$ cat src/design/scfmd_pkg.sv
package scfmd_pkg;

	// byte codes on the serial link
	localparam logic [7:0] START_MARK = 8'hAA;
	localparam logic [7:0] END_MARK   = 8'hFF;
	localparam logic [7:0] CMD_SPEED  = 8'h01;
	localparam logic [7:0] CMD_HALT   = 8'h02;
	localparam logic [7:0] CMD_ODOM   = 8'h03;

	// frame length bookkeeping (length counts the start byte)
	localparam int unsigned LEN_W           = 4;
	localparam logic [LEN_W-1:0] LEN_START  = 4'd1;
	localparam logic [LEN_W-1:0] LEN_CMD    = 4'd1;
	localparam logic [LEN_W-1:0] LEN_PAY_LO = 4'd2;
	localparam logic [LEN_W-1:0] LEN_PAY_HI = 4'd9;
	localparam logic [LEN_W-1:0] LEN_MAX    = 4'd15;
	localparam logic [LEN_W-1:0] LEN_SPEED  = 4'd12;

	localparam int unsigned PAY_DEPTH = 8;
	localparam int unsigned PAY_IDX_W = $clog2(PAY_DEPTH);

	// speed magnitude before clamping never exceeds 16 bits
	localparam int unsigned MAG_W            = 16;
	localparam int unsigned DUTY_MAX_DEFAULT = 255;

	localparam int unsigned DATA_IN_W  = 8;
	localparam int unsigned DATA_OUT_W = 24;

	typedef enum logic [2:0] {
		ST_NONE    = 3'd0,
		ST_SPEED   = 3'd1,
		ST_BRAKE   = 3'd2,
		ST_ODOM    = 3'd3,
		ST_IGNORED = 3'd4
	} status_t;

	typedef struct packed {
		logic       forward;
		logic [7:0] duty;
	} drive_t;

endpackage

$ cat src/design/scfmd_drive.sv
// IEEE single speed target -> direction and clamped duty.
module scfmd_drive #(
	parameter int unsigned DUTY_MAX = scfmd_pkg::DUTY_MAX_DEFAULT
) (
	input  logic                  brake,
	input  logic [31:0]           target,
	output scfmd_pkg::drive_t     drive
);

	localparam logic [scfmd_pkg::MAG_W-1:0] DutyMaxW = scfmd_pkg::MAG_W'(DUTY_MAX);
	localparam logic [7:0] ExpOne   = 8'd127;
	localparam logic [7:0] ExpSat   = 8'd143; // 2^16 and up, inf, NaN
	localparam logic [7:0] ExpShift = 8'd150;

	logic                          sign;
	logic [7:0]                    ex;
	logic [23:0]                   sig;
	logic [4:0]                    sh;
	logic [23:0]                   shifted;
	logic [scfmd_pkg::MAG_W-1:0]   mag;
	logic [scfmd_pkg::MAG_W-1:0]   clamped;

	always_comb begin
		sign    = target[31];
		ex      = target[30:23];
		sig     = {1'b1, target[22:0]};
		sh      = 5'(ExpShift - ex);
		shifted = sig >> sh;
		mag     = shifted[scfmd_pkg::MAG_W-1:0];

		priority if (ex >= ExpSat) begin
			clamped = DutyMaxW;
		end else if (ex < ExpOne) begin
			clamped = '0;
		end else if (mag > DutyMaxW) begin
			clamped = DutyMaxW;
		end else begin
			clamped = mag;
		end

		if (brake) begin
			drive.forward = 1'b0;
			drive.duty    = '0;
		end else begin
			drive.forward = (clamped == '0) || !sign;
			drive.duty    = clamped[7:0];
		end
	end

endmodule

$ cat src/design/serial_command_frame_motor_drive_core.sv
// Serial command framer with a two-motor drive stage.
//
// Input stream (s_*): one received UART byte per item in s_tdata[7:0].
// A frame opens on 0xAA while idle and closes on the first 0xFF; the
// second frame byte is the command. Speed frames (0x01, 12 bytes) load
// two little-endian IEEE single targets, 0x02 brakes, 0x03 only reports.
// Output stream (m_*): exactly one item per input byte, giving the drive
// after that byte (direction and duty per motor, brake flag, frame status).
// Speeds truncate toward zero, clamp to DUTY_MAX, and zero drives forward.
//
// An accepted byte lands in the input register, and its result in the
// result register. Throughput: one item per cycle while m_tready is
// high; the frame state updates and both float converters sit in the
// single stage between the two registers.
// Stall: when m_tready is low the result register holds; one more byte
// may sit in the input register, after which s_tready drops.
// Reset (arst_n low): no frame open, targets +0, brake off, both
// registers empty.
module serial_command_frame_motor_drive_core #(
	parameter int unsigned DUTY_MAX = scfmd_pkg::DUTY_MAX_DEFAULT
) (
	input  logic                             clk,
	input  logic                             arst_n,
	input  logic                             s_tvalid,
	output logic                             s_tready,
	// [7:0] rx_byte
	input  logic [scfmd_pkg::DATA_IN_W-1:0]  s_tdata,
	output logic                             m_tvalid,
	input  logic                             m_tready,
	// [0] left_forward, [8:1] left_duty, [9] right_forward, [17:10] right_duty,
	// [18] braking, [21:19] frame_status, [23:22] zero
	output logic [scfmd_pkg::DATA_OUT_W-1:0] m_tdata
);

	// handshake / pipeline
	logic       valid_s1;
	logic [7:0] byte_s1;
	logic       valid_s2;
	logic [scfmd_pkg::DATA_OUT_W-1:0] res_s2;
	logic       adv;
	logic       step;

	// frame state
	logic                        in_frame_q;
	logic [scfmd_pkg::LEN_W-1:0] len_q;
	logic [7:0]                  cmd_q;
	logic [7:0]                  payload_q [scfmd_pkg::PAY_DEPTH];
	logic [31:0]                 left_tgt_q;
	logic [31:0]                 right_tgt_q;
	logic                        brake_q;

	// next state
	logic                        in_frame_d;
	logic [scfmd_pkg::LEN_W-1:0] len_d;
	logic [31:0]                 left_tgt_d;
	logic [31:0]                 right_tgt_d;
	logic                        brake_d;
	logic                        cmd_wr;
	logic                        pay_wr;
	logic [scfmd_pkg::PAY_IDX_W-1:0] pay_idx;
	logic [7:0]                  cmd_eff;
	scfmd_pkg::status_t          status;

	scfmd_pkg::drive_t           left_drv;
	scfmd_pkg::drive_t           right_drv;

	assign adv      = !valid_s2 || m_tready;
	assign s_tready = !valid_s1 || adv;
	assign step     = valid_s1 && adv;
	assign m_tvalid = valid_s2;
	assign m_tdata  = res_s2;

	assign pay_idx = scfmd_pkg::PAY_IDX_W'(len_q - scfmd_pkg::LEN_PAY_LO);

	always_comb begin
		in_frame_d  = in_frame_q;
		len_d       = len_q;
		left_tgt_d  = left_tgt_q;
		right_tgt_d = right_tgt_q;
		brake_d     = brake_q;
		cmd_wr      = 1'b0;
		pay_wr      = 1'b0;
		status      = scfmd_pkg::ST_NONE;
		// command byte arriving now also counts for an "AA FF" early close
		cmd_eff     = (len_q == scfmd_pkg::LEN_CMD) ? byte_s1 : cmd_q;

		if (!in_frame_q) begin
			if (byte_s1 == scfmd_pkg::START_MARK) begin
				in_frame_d = 1'b1;
				len_d      = scfmd_pkg::LEN_START;
			end
		end else begin
			cmd_wr = (len_q == scfmd_pkg::LEN_CMD);
			pay_wr = (len_q >= scfmd_pkg::LEN_PAY_LO) && (len_q <= scfmd_pkg::LEN_PAY_HI);
			if (len_q != scfmd_pkg::LEN_MAX) begin
				len_d = len_q + 1'b1;
			end
			if (byte_s1 == scfmd_pkg::END_MARK) begin
				in_frame_d = 1'b0;
				unique case (cmd_eff)
					scfmd_pkg::CMD_SPEED: begin
						if (len_d == scfmd_pkg::LEN_SPEED) begin
							left_tgt_d  = {payload_q[3], payload_q[2],
							               payload_q[1], payload_q[0]};
							right_tgt_d = {payload_q[7], payload_q[6],
							               payload_q[5], payload_q[4]};
							brake_d     = 1'b0;
							status      = scfmd_pkg::ST_SPEED;
						end else begin
							status = scfmd_pkg::ST_IGNORED;
						end
					end
					scfmd_pkg::CMD_HALT: begin
						brake_d     = 1'b1;
						left_tgt_d  = '0;
						right_tgt_d = '0;
						status      = scfmd_pkg::ST_BRAKE;
					end
					scfmd_pkg::CMD_ODOM: begin
						status = scfmd_pkg::ST_ODOM;
					end
					default: begin
						status = scfmd_pkg::ST_IGNORED;
					end
				endcase
			end
		end
	end

	scfmd_drive #(.DUTY_MAX(DUTY_MAX)) u_drive_left (
		.brake  (brake_d),
		.target (left_tgt_d),
		.drive  (left_drv)
	);

	scfmd_drive #(.DUTY_MAX(DUTY_MAX)) u_drive_right (
		.brake  (brake_d),
		.target (right_tgt_d),
		.drive  (right_drv)
	);

	// control and state with reset
	always_ff @(posedge clk or negedge arst_n) begin
		if (!arst_n) begin
			valid_s1    <= 1'b0;
			valid_s2    <= 1'b0;
			in_frame_q  <= 1'b0;
			len_q       <= '0;
			left_tgt_q  <= '0;
			right_tgt_q <= '0;
			brake_q     <= 1'b0;
		end else begin
			if (s_tready) begin
				valid_s1 <= s_tvalid;
			end
			if (adv) begin
				valid_s2 <= valid_s1;
			end
			if (step) begin
				in_frame_q  <= in_frame_d;
				len_q       <= len_d;
				left_tgt_q  <= left_tgt_d;
				right_tgt_q <= right_tgt_d;
				brake_q     <= brake_d;
			end
		end
	end

	// payload registers, no reset
	always_ff @(posedge clk) begin
		if (s_tvalid && s_tready) begin
			byte_s1 <= s_tdata[7:0];
		end
		if (step) begin
			res_s2 <= {2'b00, status, brake_d,
			           right_drv.duty, right_drv.forward,
			           left_drv.duty, left_drv.forward};
			if (cmd_wr) begin
				cmd_q <= byte_s1;
			end
			if (pay_wr) begin
				payload_q[pay_idx] <= byte_s1;
			end
		end
	end

endmodule

$ cat config.mk
export PLATFORM = sky130hd
export DESIGN_NAME = serial_command_frame_motor_drive_core
export DESIGN_NICKNAME = d
export VERILOG_FILES = /design/src/design/scfmd_pkg.sv /design/src/design/scfmd_drive.sv /design/src/design/serial_command_frame_motor_drive_core.sv
export SDC_FILE = /design/constraint.sdc
export NUM_CORES = 1
export LEC_CHECK = 0
export ABC_AREA = 1
export BUFFER_PORTS_ARGS = -buffer_cell sky130_fd_sc_hd__buf_2
export CAP_MARGIN = 40
export CORE_ASPECT_RATIO = 0.75
export CORE_MARGIN = 5
export CORE_UTILIZATION = 30
export DETAILED_ROUTE_END_ITERATION = 8
export HOLD_SLACK_MARGIN = 0.05
export SLEW_MARGIN = 30
export SYNTH_ARGS = -nofsm -noshare
export SYNTH_HDL_FRONTEND = slang
export SYNTH_HIERARCHICAL = 1
export SYNTH_SLANG_ARGS = --single-unit
$ cat constraint.sdc
create_clock -name clk -period 4 [get_ports clk]
set_input_delay 0.4 -clock clk [delete_from_list [all_inputs] [get_ports clk]]
set_output_delay 0.4 -clock clk [all_outputs]
set_load 0.01 [all_outputs]
======== Yosys cells after proc, flatten, opt, wreduce, memory -nomap -nowiden ========
Memory sizes are Yosys's and may differ from the RTL's.
Index checks and enable logic that the tools add are counted.
operators by class
  $lt $le $gt $ge ......................... 8
  muxes and demuxes ....................... 33
  shifts and indexed selects .............. 2
  eq/ne operators ......................... 8
  add/subtract/negate cells ............... 4
  reduce and logical (&&, ||, !) cells .... 17
operators with widths
  cell                 count
  $mux 32              6
  $pmux 32 s2          2
  $mux 16              6
  $shr 24x5->16        2
  $gt 16x8->1 const B  2
  $logic_not 16->1     2
  $eq 8x2->1 const B   2
  $eq 8x8->1 const B   2
  $ge 8x8->1 const B   2
  $lt 8x7->1 const B   2
  $mux 4               4
  $mux 1               11
  $sub 5x5->5 const A  2
  $pmux 3 s3           1
  $eq 8x1->1 const B   1
  $mux 8               1
  $reduce_and 2->1     3
  $add 4x1->4 const B  1
  $eq 4x1->1 const B   1
  $eq 4x4->1 const B   1
  $ge 4x2->1 const B   1
  $le 4x4->1 const B   1
  $logic_not 1->1      4
  $logic_or 1x1->1     4
  6 further kinds      8
word-level totals
  register bits after elaboration ......... 110
  logic and storage cells ................. 85
  bits of input ports ..................... 12
  RAM bits ................................ 64
  memories ................................ 1
memories
  memory     words  bits a word  rd ports  clocked after Yosys merged registers in  write ports  RTL line                                     source
  payload_q  8      8            8         0                                        1            serial_command_frame_motor_drive_core.sv:47  logic [7:0] payload_q [scfmd_pkg::PAY_DEPTH];

======== Longest topological paths before layout ========
Gate-level depths: netlist of run 1.
  depth in word-level cells ............... 16
  depth in mapped cells ................... 34
  depth with buffers taken out ............ 29

======== By module ========
The synthesis of run 1 kept the hierarchy.
by module, submodules not included
  module                                 cells each  instances  sequential area each (um^2)  area each (um^2)
  serial_command_frame_motor_drive_core  725         1          4864.7                       7639.8
  scfmd_drive                            313         2          0.0                          1605.3

======== Worst setup path after synthesis of run 1 ========
OpenSTA, ideal clock, no wires.
  kind .................................... flip-flop to flip-flop
  from .................................... register len_q[1] (netlist name)
  to ...................................... register res_s2, in the netlist m_tdata[0], data pin
  setup time .............................. 0.142 ns
  slack ................................... 0.053 ns
  cell stages (with the launch flop) ...... 33
  arrival time ............................ 3.805 ns
  path buffers ............................ 5
  cell sequence ........................... dfrtp_1 inv_1 ha_1 nand2_4 nand2_2 nand2_2 nor2_4 nand2_2 inv_2 nand2_2 nand2_2 buf_12 buf_12 nand2_2 nand2_2 buf_6 inv_4 buf_2 ha_1 inv_2 buf_4 nand3_1 nand3_1 nand2_1 nor2_1 nand2_1 nand2_2 nand3_1 a21oi_1 nand2_1 nor2_1 nand2_1 a21oi_2
on the way
  longest elaborated chain between the ends .. 16
  elaborated cells on any way between the ends .. 28
RTL lines
  item                                       RTL line                                                                                  source
  start, declared                            serial_command_frame_motor_drive_core.sv:45                                               logic [scfmd_pkg::LEN_W-1:0] len_q;
  start signal, assigned                     serial_command_frame_motor_drive_core.sv:161                                              len_q <= len_d;
  $add 4x1->4 or $ne 4x4->1 (tied branches)  serial_command_frame_motor_drive_core.sv:96, serial_command_frame_motor_drive_core.sv:95
  $mux 4                                     serial_command_frame_motor_drive_core.sv:95                                               if (len_q != scfmd_pkg::LEN_MAX) begin
  $mux 4                                     serial_command_frame_motor_drive_core.sv:87                                               if (!in_frame_q) begin
  $eq 4x4->1                                 serial_command_frame_motor_drive_core.sv:102                                              if (len_d == scfmd_pkg::LEN_SPEED) begin
  $mux 32                                    serial_command_frame_motor_drive_core.sv:102
  $pmux 32 s2 (*)                            serial_command_frame_motor_drive_core.sv:100                                              unique case (cmd_eff)
  $mux 32 (*)                                serial_command_frame_motor_drive_core.sv:98                                               if (byte_s1 == scfmd_pkg::END_MARK) begin
  $mux 32 (*)                                serial_command_frame_motor_drive_core.sv:87
  via left_tgt_d[23]                         serial_command_frame_motor_drive_core.sv:55                                               logic [31:0] left_tgt_d;
  $sub 5x5->5                                scfmd_drive.sv:27                                                                         sh = 5'(ExpShift - ex);
  $shr 24x5->16                              scfmd_drive.sv:28                                                                         shifted = sig >> sh;
  $gt 16x8->1                                scfmd_drive.sv:35                                                                         end else if (mag > DutyMaxW) begin
  $mux 16                                    scfmd_drive.sv:35
  $mux 16                                    scfmd_drive.sv:33                                                                         end else if (ex < ExpOne) begin
  $mux 16 (*)                                scfmd_drive.sv:31                                                                         priority if (ex >= ExpSat) begin
  $logic_not 16->1 (*)                       scfmd_drive.sv:45                                                                         drive.forward = (clamped == '0) || !sign;
  $logic_or 1x1->1 (*)                       scfmd_drive.sv:45
  end signal, assigned                       serial_command_frame_motor_drive_core.sv:175                                              res_s2 <= {2'b00, status, brake_d,
  end, declared                              serial_command_frame_motor_drive_core.sv:39                                               logic [scfmd_pkg::DATA_OUT_W-1:0] res_s2;
Mark *: on every way through the listed nets, which the timed path passes. The rest lies on a longest branch. The select of a mux whose other input is x is not followed.
A chain may end at the register's enable or synchronous reset.

======== Final worst setup path of run 1 ========
  from .................................... register len_q[1] (netlist name)
  to ...................................... register res_s2, in the netlist m_tdata[9], data pin
on the way
  longest elaborated chain between the ends .. 16
  elaborated cells on any way between the ends .. 28
RTL lines
  item                                       RTL line                                                                                  source
  $add 4x1->4 or $ne 4x4->1 (tied branches)  serial_command_frame_motor_drive_core.sv:96, serial_command_frame_motor_drive_core.sv:95
  $mux 4                                     serial_command_frame_motor_drive_core.sv:95
  $mux 4                                     serial_command_frame_motor_drive_core.sv:87
  $eq 4x4->1                                 serial_command_frame_motor_drive_core.sv:102
  $mux 32                                    serial_command_frame_motor_drive_core.sv:102
  $pmux 32 s2 (*)                            serial_command_frame_motor_drive_core.sv:100
  $mux 32 (*)                                serial_command_frame_motor_drive_core.sv:98
  $mux 32 (*)                                serial_command_frame_motor_drive_core.sv:87
  via right_tgt_d[23]                        serial_command_frame_motor_drive_core.sv:56                                               logic [31:0] right_tgt_d;
  $sub 5x5->5                                scfmd_drive.sv:27
  $shr 24x5->16                              scfmd_drive.sv:28
  $gt 16x8->1                                scfmd_drive.sv:35
  $mux 16                                    scfmd_drive.sv:35
  $mux 16                                    scfmd_drive.sv:33
  $mux 16 (*)                                scfmd_drive.sv:31
  $logic_not 16->1 (*)                       scfmd_drive.sv:45
  $logic_or 1x1->1 (*)                       scfmd_drive.sv:45
Marks and branches as above.

==> results of run 1 <==
[synth_stat cells, types with 2 or more instances]
library cell  count
buf_6             8
a21oi_2           2
o21ai_0          15
inv_2             5
a21oi_1          27
and2_1            2
nor2_1           64
nand2_1         440
dfrtp_1          72
nand4_1          67
nand3_2          31
buf_2            35
buf_12            8
nor3_1            7
xor2_1            2
buf_1             4
o22ai_1           2
nor2_4            3
o211ai_1          6
inv_1            44
nand2_2         136
nand3_1         203
ha_1              8
a31oi_1           2
o221ai_1          2
buf_4            11
inv_4             4
o31ai_1           3
or2_2             2
nor2_2            4
clkbuf_1         12
edfxtp_1        102
nand2_4           5
nand3b_1          6
[final cells by class]
type                            count  area (um2)
Timing Repair Buffer              110       840.8
Multi-Input combinational cell   1046        5344
Clock buffer                       19       442.9
Fill cell                        3635       23350
Inverter                           54       237.7
Sequential cell                   174        4868
Tap cell                          465       581.8
Clock inverter                     13       138.9
[per-layer routing]
| layer | vias up | wire [um] | global-route usage | share of wire |
|---|---|---|---|---|
| met5 | - | 0 | 0 | 0 |
| met4 | 0 | 292 | 0.02855 | 0.010 |
| met3 | 19 | 1600 | 0.02453 | 0.055 |
| met2 | 252 | 12280 | 0.2044 | 0.42 |
| met1 | 4459 | 15090 | 0.2293 | 0.52 |
| li1 | 4639 | - | - | - |
[timing repair]
item | in CTS | in global routing
hold buffers | 1 | 0
pin swaps | 1 | 7
cloned | 0 | 2
buffers inserted | 2 | 13
setup endpoints to repair | 1 | 15
hold endpoints to repair | 11 | 0
resized for setup | 2 | 47
[per-stage QoR]
stage	utilization	setup WS, ns	hold WS [ns]
2_1_floorplan	-	0.05302	0.1044
5_1_grt	0.3478	-0.02424	0.1128
4_1_cts	0.3381	0.03996	0.1226
3_3_place_gp	0.3207	-0.01473	0.4616
3_5_place_dp	0.3210	-0.07378	0.4678
6_report	0.3478	0.2223	0.1365
[where the power goes]
group          total, uW  switching (uW)  internal [uW]
Clock               1670             725            941
Combinational        758             521            238
Sequential          2020            50.4           1970
Total               4450            1300           3150
[state kept, by name, summed over array words and instances (netlist names)]
signal       flops
payload_q       64
left_tgt_q      32
right_tgt_q     32
m_tdata         22
byte_s1          8
cmd_q            8
len_q            4
brake_q          1
in_frame_q       1
m_tvalid         1
valid_s1         1
[path summary, 6_finish.rpt]
kind,end,slack [ns],cells after the start
min in group asynchronous,left_tgt_q[20],0.56,2
worst min register to register,right_tgt_q[31],0.48,2
worst max-delay path,m_tdata[9],0.22,29
max in group asynchronous,right_tgt_q[30],2.59,3
worst min-delay path,byte_s1[2],0.14,1
worst max register to register,m_tdata[9],0.22,29
[cell families (layout without fill, tap and decap cells)]
group           Yosys count  count (layout)  share of synthesized area
simple gates            970             970                     0.4339
fa+ha+maj                 8               8                   0.009225
xor+xnor                  3               3                   0.002422
other cells               1               2                  0.0003456
flops                   174             174                     0.4483
compound gates           63              63                    0.03379
buf+inv                 132             196                    0.07195
==> flow_metrics.tcl, run 1 <==
set metrics [dict create \
    status "complete, no violations" \
    grt_pass1_wl_um 47550 \
    rows 60 \
    grt_usage 0.1444 \
    maxCapViolCount 0 \
    die_w_um 229.6 \
    critPathLaunchType "register" \
    synth.cell_area_um2 10850 \
    overflow 0 \
    htree_levels 4 \
    pin_count 38 \
    syn2layout_area_growth_pct 14.78 \
    drc 0 \
    antenna_found_initial 0 \
    wirelength_um 29270 \
    layout_common_cells "nand2_1, nand3_1, nand2_2" \
    max-vdd-ir-drop_mv 0.2643 \
    start_util 0.3030 \
    drtIter0Drc 744 \
    finalPower_uw 4447 \
    clkLatencyLatePin_ns 0.44 \
    placed_area_um2 11490 \
    ys_ff_latch 174 \
    die-area_um2 40110 \
    synth_edf_count 102 \
    crit_buf_inv 7 \
    finClkSkew_ns 0.01091 \
    async_flop_share 0.4138 \
    crit_top_cell "nand2_2" \
    cts_buffer_depth 2 \
    postSynthAreaPerCell_um2 8.031 \
    hold_viol 0 \
    vias_per_cell 4.981 \
    critPathTopFamily "simple AND/OR/NAND/NOR gates" \
    finish.net_count 1423 \
    root_buffer "clkbuf_16" \
    crit_arrival_ns 4.08 \
    synth_area_leaders "edfxtp_1, dfrtp_1, nand2_1, nand3_1, nand2_2" \
    yosysSeqAreaShare 0.4483 \
    critPathSlowestCell "dfrtp_1" \
    worst_ep_required_time_ns 4.30 \
    grt_max_degree 68 \
    timing.final.crit_share 0.9444 \
    vias 9369 \
    drive_gt1_frac 0.2507 \
    cts_tree "yes" \
    finalNonFillerCells 1881 \
    clkTransAtPathRegs_ns 0.07 \
    slew-limit-headroom 0.4331 \
    placedCellCount 1829 \
    place_hpwl_um 20750 \
    core_area_um2 35810 \
    hold_start "s_tdata[2]" \
    yosysTopAreaCell "edfxtp_1" \
    yosys_warnings 6 \
    grt_pass1_vias 8646 \
    path_max_fanout 9 \
    worstSetupStartpoint "len_q[1]" \
    cts_made_buffers 17 \
    slew_viol_final 0 \
    reg2reg_from "len_q[1]" \
    p_leak_uw 0.005612 \
    layout_commonest_cell "nand2_1" \
    ant_nets 0 \
    syn_inst 1351 \
    p_per_area_nw_per_um2 357.1 \
    max_freq_ghz 0.2647 \
    critPathCaptureType "register" \
    clkSinkCount 174 \
    fin_area_um2 12450 \
    dr.pass1.iters 5 \
    worstHoldPathType "input port to register" \
    finalSetupViolCount 0 \
    synth_top_area_frac 0.2823 \
    routedWlPerCell_um 15.56 \
    fin_crit_ns 3.778 \
    critPathKind "register to register" \
    numPortBuffers 35 \
    worst_pin_slew_ns 0.8503 \
    max_stage_delay_ns 0.37 \
    synth_flop_cell "edfxtp_1" \
    ys_types 41 \
    gp_congestion 0.9002 \
    dieHeight_um 174.7 \
    antenna_cells 0 \
    tns_ns 0 \
]
Power figures use the tool's default switching activity.
==> run 2, diff against run 1 <==
Settings changed: ABC_AREA 1 to 0.
==> run 2 against run 1 <==
The run now ends with negative setup slack left. Final cell count down 17%. First-iteration DRC count fell by 13%. Sequential power grew 3%. Largest cell class unchanged.
==> flow_metrics.tcl, run 2 <==
set metrics [dict create \
    cts_buffer_depth 2 \
    layout_common_cells "buf_4, a22o_1, edfxtp_1" \
    layout_commonest_cell "buf_4" \
    dr.pass1.iters 4 \
    synth_top_family_by_area "compound AO/OA/AOI/OAI gates" \
    hold_viol 0 \
    ys_types 71 \
    synth_xor_area_frac 0.01433 \
    worst_ep_required_time_ns 4.26 \
    yosys_warnings 6 \
    synth_edf_count 102 \
    yosysTopAreaCell "edfxtp_1" \
    finalSetupViolCount 82 \
    cts_made_buffers 17 \
    vias_per_cell 5.269 \
    finClkSkew_ns 0.009710 \
    core_area_um2 32590 \
    rows 57 \
    finalNonFillerCells 1552 \
    synth.area.mux_share 0.1217 \
    overflow 0 \
    crit_chain "or4_4, or4_4, a21oi_4, nor3b_4, buf_6, buf_6, a22o_4, inv_6, ha_4, mux4_2, buf_4, nor2_1, a31oi_2, o22a_4, o311a_4, a2111o_1, o32ai_2" \
    synth_compound_area_frac 0.2217 \
    antenna_cells 0 \
    grt_pass1_vias 7812 \
    place_hpwl_um 20260 \
    gp_congestion 0.9322 \
    violations "negative setup slack" \
    maxCapViolCount 0 \
    start_util 0.3054 \
    fin_hold_ws_ns 0.1385 \
    finish.net_count 1117 \
    grt_setup_unrepaired "true" \
    fin_crit_ns 4.925 \
    critPathLaunchType "register" \
    die_w_um 220.3 \
    slew-limit-headroom 0.4374 \
    antenna_found_initial 0 \
    p_per_area_nw_per_um2 320.1 \
    path_max_fanout 5 \
    worst_pin_slew_ns 0.8439 \
    synth_fa_ha_area_frac 0.01006 \
    numPortBuffers 35 \
    slew_viol_final 0 \
    cts_tree "yes" \
    synth_top_area_frac 0.3077 \
    clkLatencyLatePin_ns 0.43 \
    final_core_util 0.4215 \
    drc 0 \
    p_leak_uw 0.005661 \
    critPathSlowestCell "or4_4" \
    syn_inst 829 \
    max_stage_delay_ns 0.54 \
    clkTransAtPathRegs_ns 0.07 \
    htree_levels 4 \
    placedCellCount 1457 \
    max-vdd-ir-drop_mv 0.3052 \
    grt_pass1_wl_um 44900 \
    finalPower_uw 4397 \
    synth_common_cells "a22o_1, edfxtp_1, dfrtp_1" \
    routedWlPerCell_um 19.27 \
    yosysMostFrequentCell "a22o_1" \
    vias 8178 \
    critPathKind "register to register" \
    timing.final.crit_share 1.231 \
    yosys.area_share.simple 0.09478 \
    root_buffer "clkbuf_16" \
    ant_nets 0 \
    worst_slack_ns -0.9247 \
    status "finished, violations left" \
    critPathCaptureType "register" \
    synth.cell_area_um2 9953 \
    die-area_um2 36960 \
    largest_reg_flops 64 \
    postSynthAreaPerCell_um2 12.01 \
    worstHoldPathType "input port to register" \
    synth_area_leaders "edfxtp_1, dfrtp_1, a22o_1, mux4_2, mux2i_1" \
    reg_top3 "payload_q (64), left_tgt_q (32), right_tgt_q (32)" \
    syn2layout_area_growth_pct 38.03 \
    grt_max_degree 65 \
    crit_arrival_ns 5.19 \
    grt_usage 0.1533 \
    clkSinkCount 174 \
    async_flop_share 0.4138 \
    drtIter0Drc 649 \
    wirelength_um 29910 \
    dieHeight_um 167.7 \
    ys_ff_latch 174 \
    synth_flop_cell "edfxtp_1" \
    drive_gt1_frac 0.4180 \
    pin_count 38 \
    regMostFlops "payload_q" \
    max_freq_ghz 0.2031 \
    yosysSeqAreaShare 0.4887 \
]
==> run 2: cell count changes after synthesis, moves of 18 or more <==
cell	change
nand2_1	-397
nand4_1	-66
inv_1	-35
mux4_2	+28
a22o_1	+128
nand2_2	-136
nand3_1	-185
nand3_2	-31
mux2i_1	+31
a211oi_1	+18
==> run 2: critical path, delay by kind of cell (launching register included) <==
| family | cells | cell delay [ns] |
|---|---|---|
| AOI/OAI and AO/OA | 7 | 1.63 |
| adders and majority gates | 1 | 0.30 |
| buffers and inverters | 4 | 0.44 |
| DFF | 1 | 0.37 |
| muxes | 1 | 0.51 |
| and+or+nand+nor | 4 | 1.49 |
==> run 2: logic make-up (layout without fill, tap and decap cells) <==
group,after synthesis,after routing
compound gates,284,284
xor+xnor,12,12
fa+ha+maj,8,8
buf+inv,77,357
flops,174,174
mux,83,83
other cells,1,2
simple gates,190,190
==> run 2: power breakdown <==
group          internal [uW]  switching (uW)  leakage [uW]
Clock                   1020             713      0.000299
Combinational            251             322       0.00343
Sequential              2030            62.3       0.00193
Total                   3300            1100       0.00566
==> run 2: worst paths after layout <==
| check | to | cells past startpoint | startpoint | slack (ns) |
|---|---|---|---|---|
| min in group asynchronous | right_tgt_q[10] | 2 | arst_n | 0.50 |
| max | m_tdata[0] | 17 | cmd_q[2] | -0.92 |
| max in group asynchronous | right_tgt_q[25] | 3 | arst_n | 2.61 |
| min | byte_s1[0] | 1 | s_tdata[0] | 0.14 |
| min reg2reg | right_tgt_q[27] | 1 | payload_q[7][3] | 0.49 |
| max reg2reg | m_tdata[0] | 17 | cmd_q[2] | -0.92 |
==> run 2: routing by layer <==
metal  part of all wire  wire length, um  GRT usage
met1               0.50            14910     0.2439
met2               0.42            12640     0.2075
met3              0.069             2071    0.03971
met4             0.0098              294    0.03092
met5                  0                0          0
==> run 2: cell type report <==
| cell class | instances | area (um2) |
|---|---|---|
| fillers | 3028 | 18850 |
| repair buffers | 314 | 2490 |
| multi-input cells | 579 | 5151 |
| clock inverters | 9 | 123.9 |
| clock buffers | 23 | 499.2 |
| flip-flops and latches | 174 | 4865 |
| well taps | 442 | 553.0 |
| inverters | 11 | 56.30 |
==> run 2: what timing repair did <==
| action | in CTS | in global routing |
|---|---|---|
| gates cloned | 0 | 7 |
| hold endpoints to repair | 37 | 0 |
| endpoints found under the setup margin | 18 | 82 |
| pin swaps | 18 | 31 |
| gates resized for setup | 60 | 51 |
| buffers inserted | 40 | 14 |
| hold buffers | 1 | 0 |
==> run 2: stage by stage <==
| stage | instance area (um2) | TNS [ns] | setup slack, ns |
|---|---|---|---|
| floorplan | 10180 | -10.13 | -0.9415 |
| global placement | 12040 | -13.28 | -0.9837 |
| detailed placement | 12040 | -14.40 | -1.050 |
| CTS | 13270 | -37.99 | -0.8716 |
| global route | 13740 | -55.23 | -1.112 |
| finish | 13740 | -45.48 | -0.9247 |
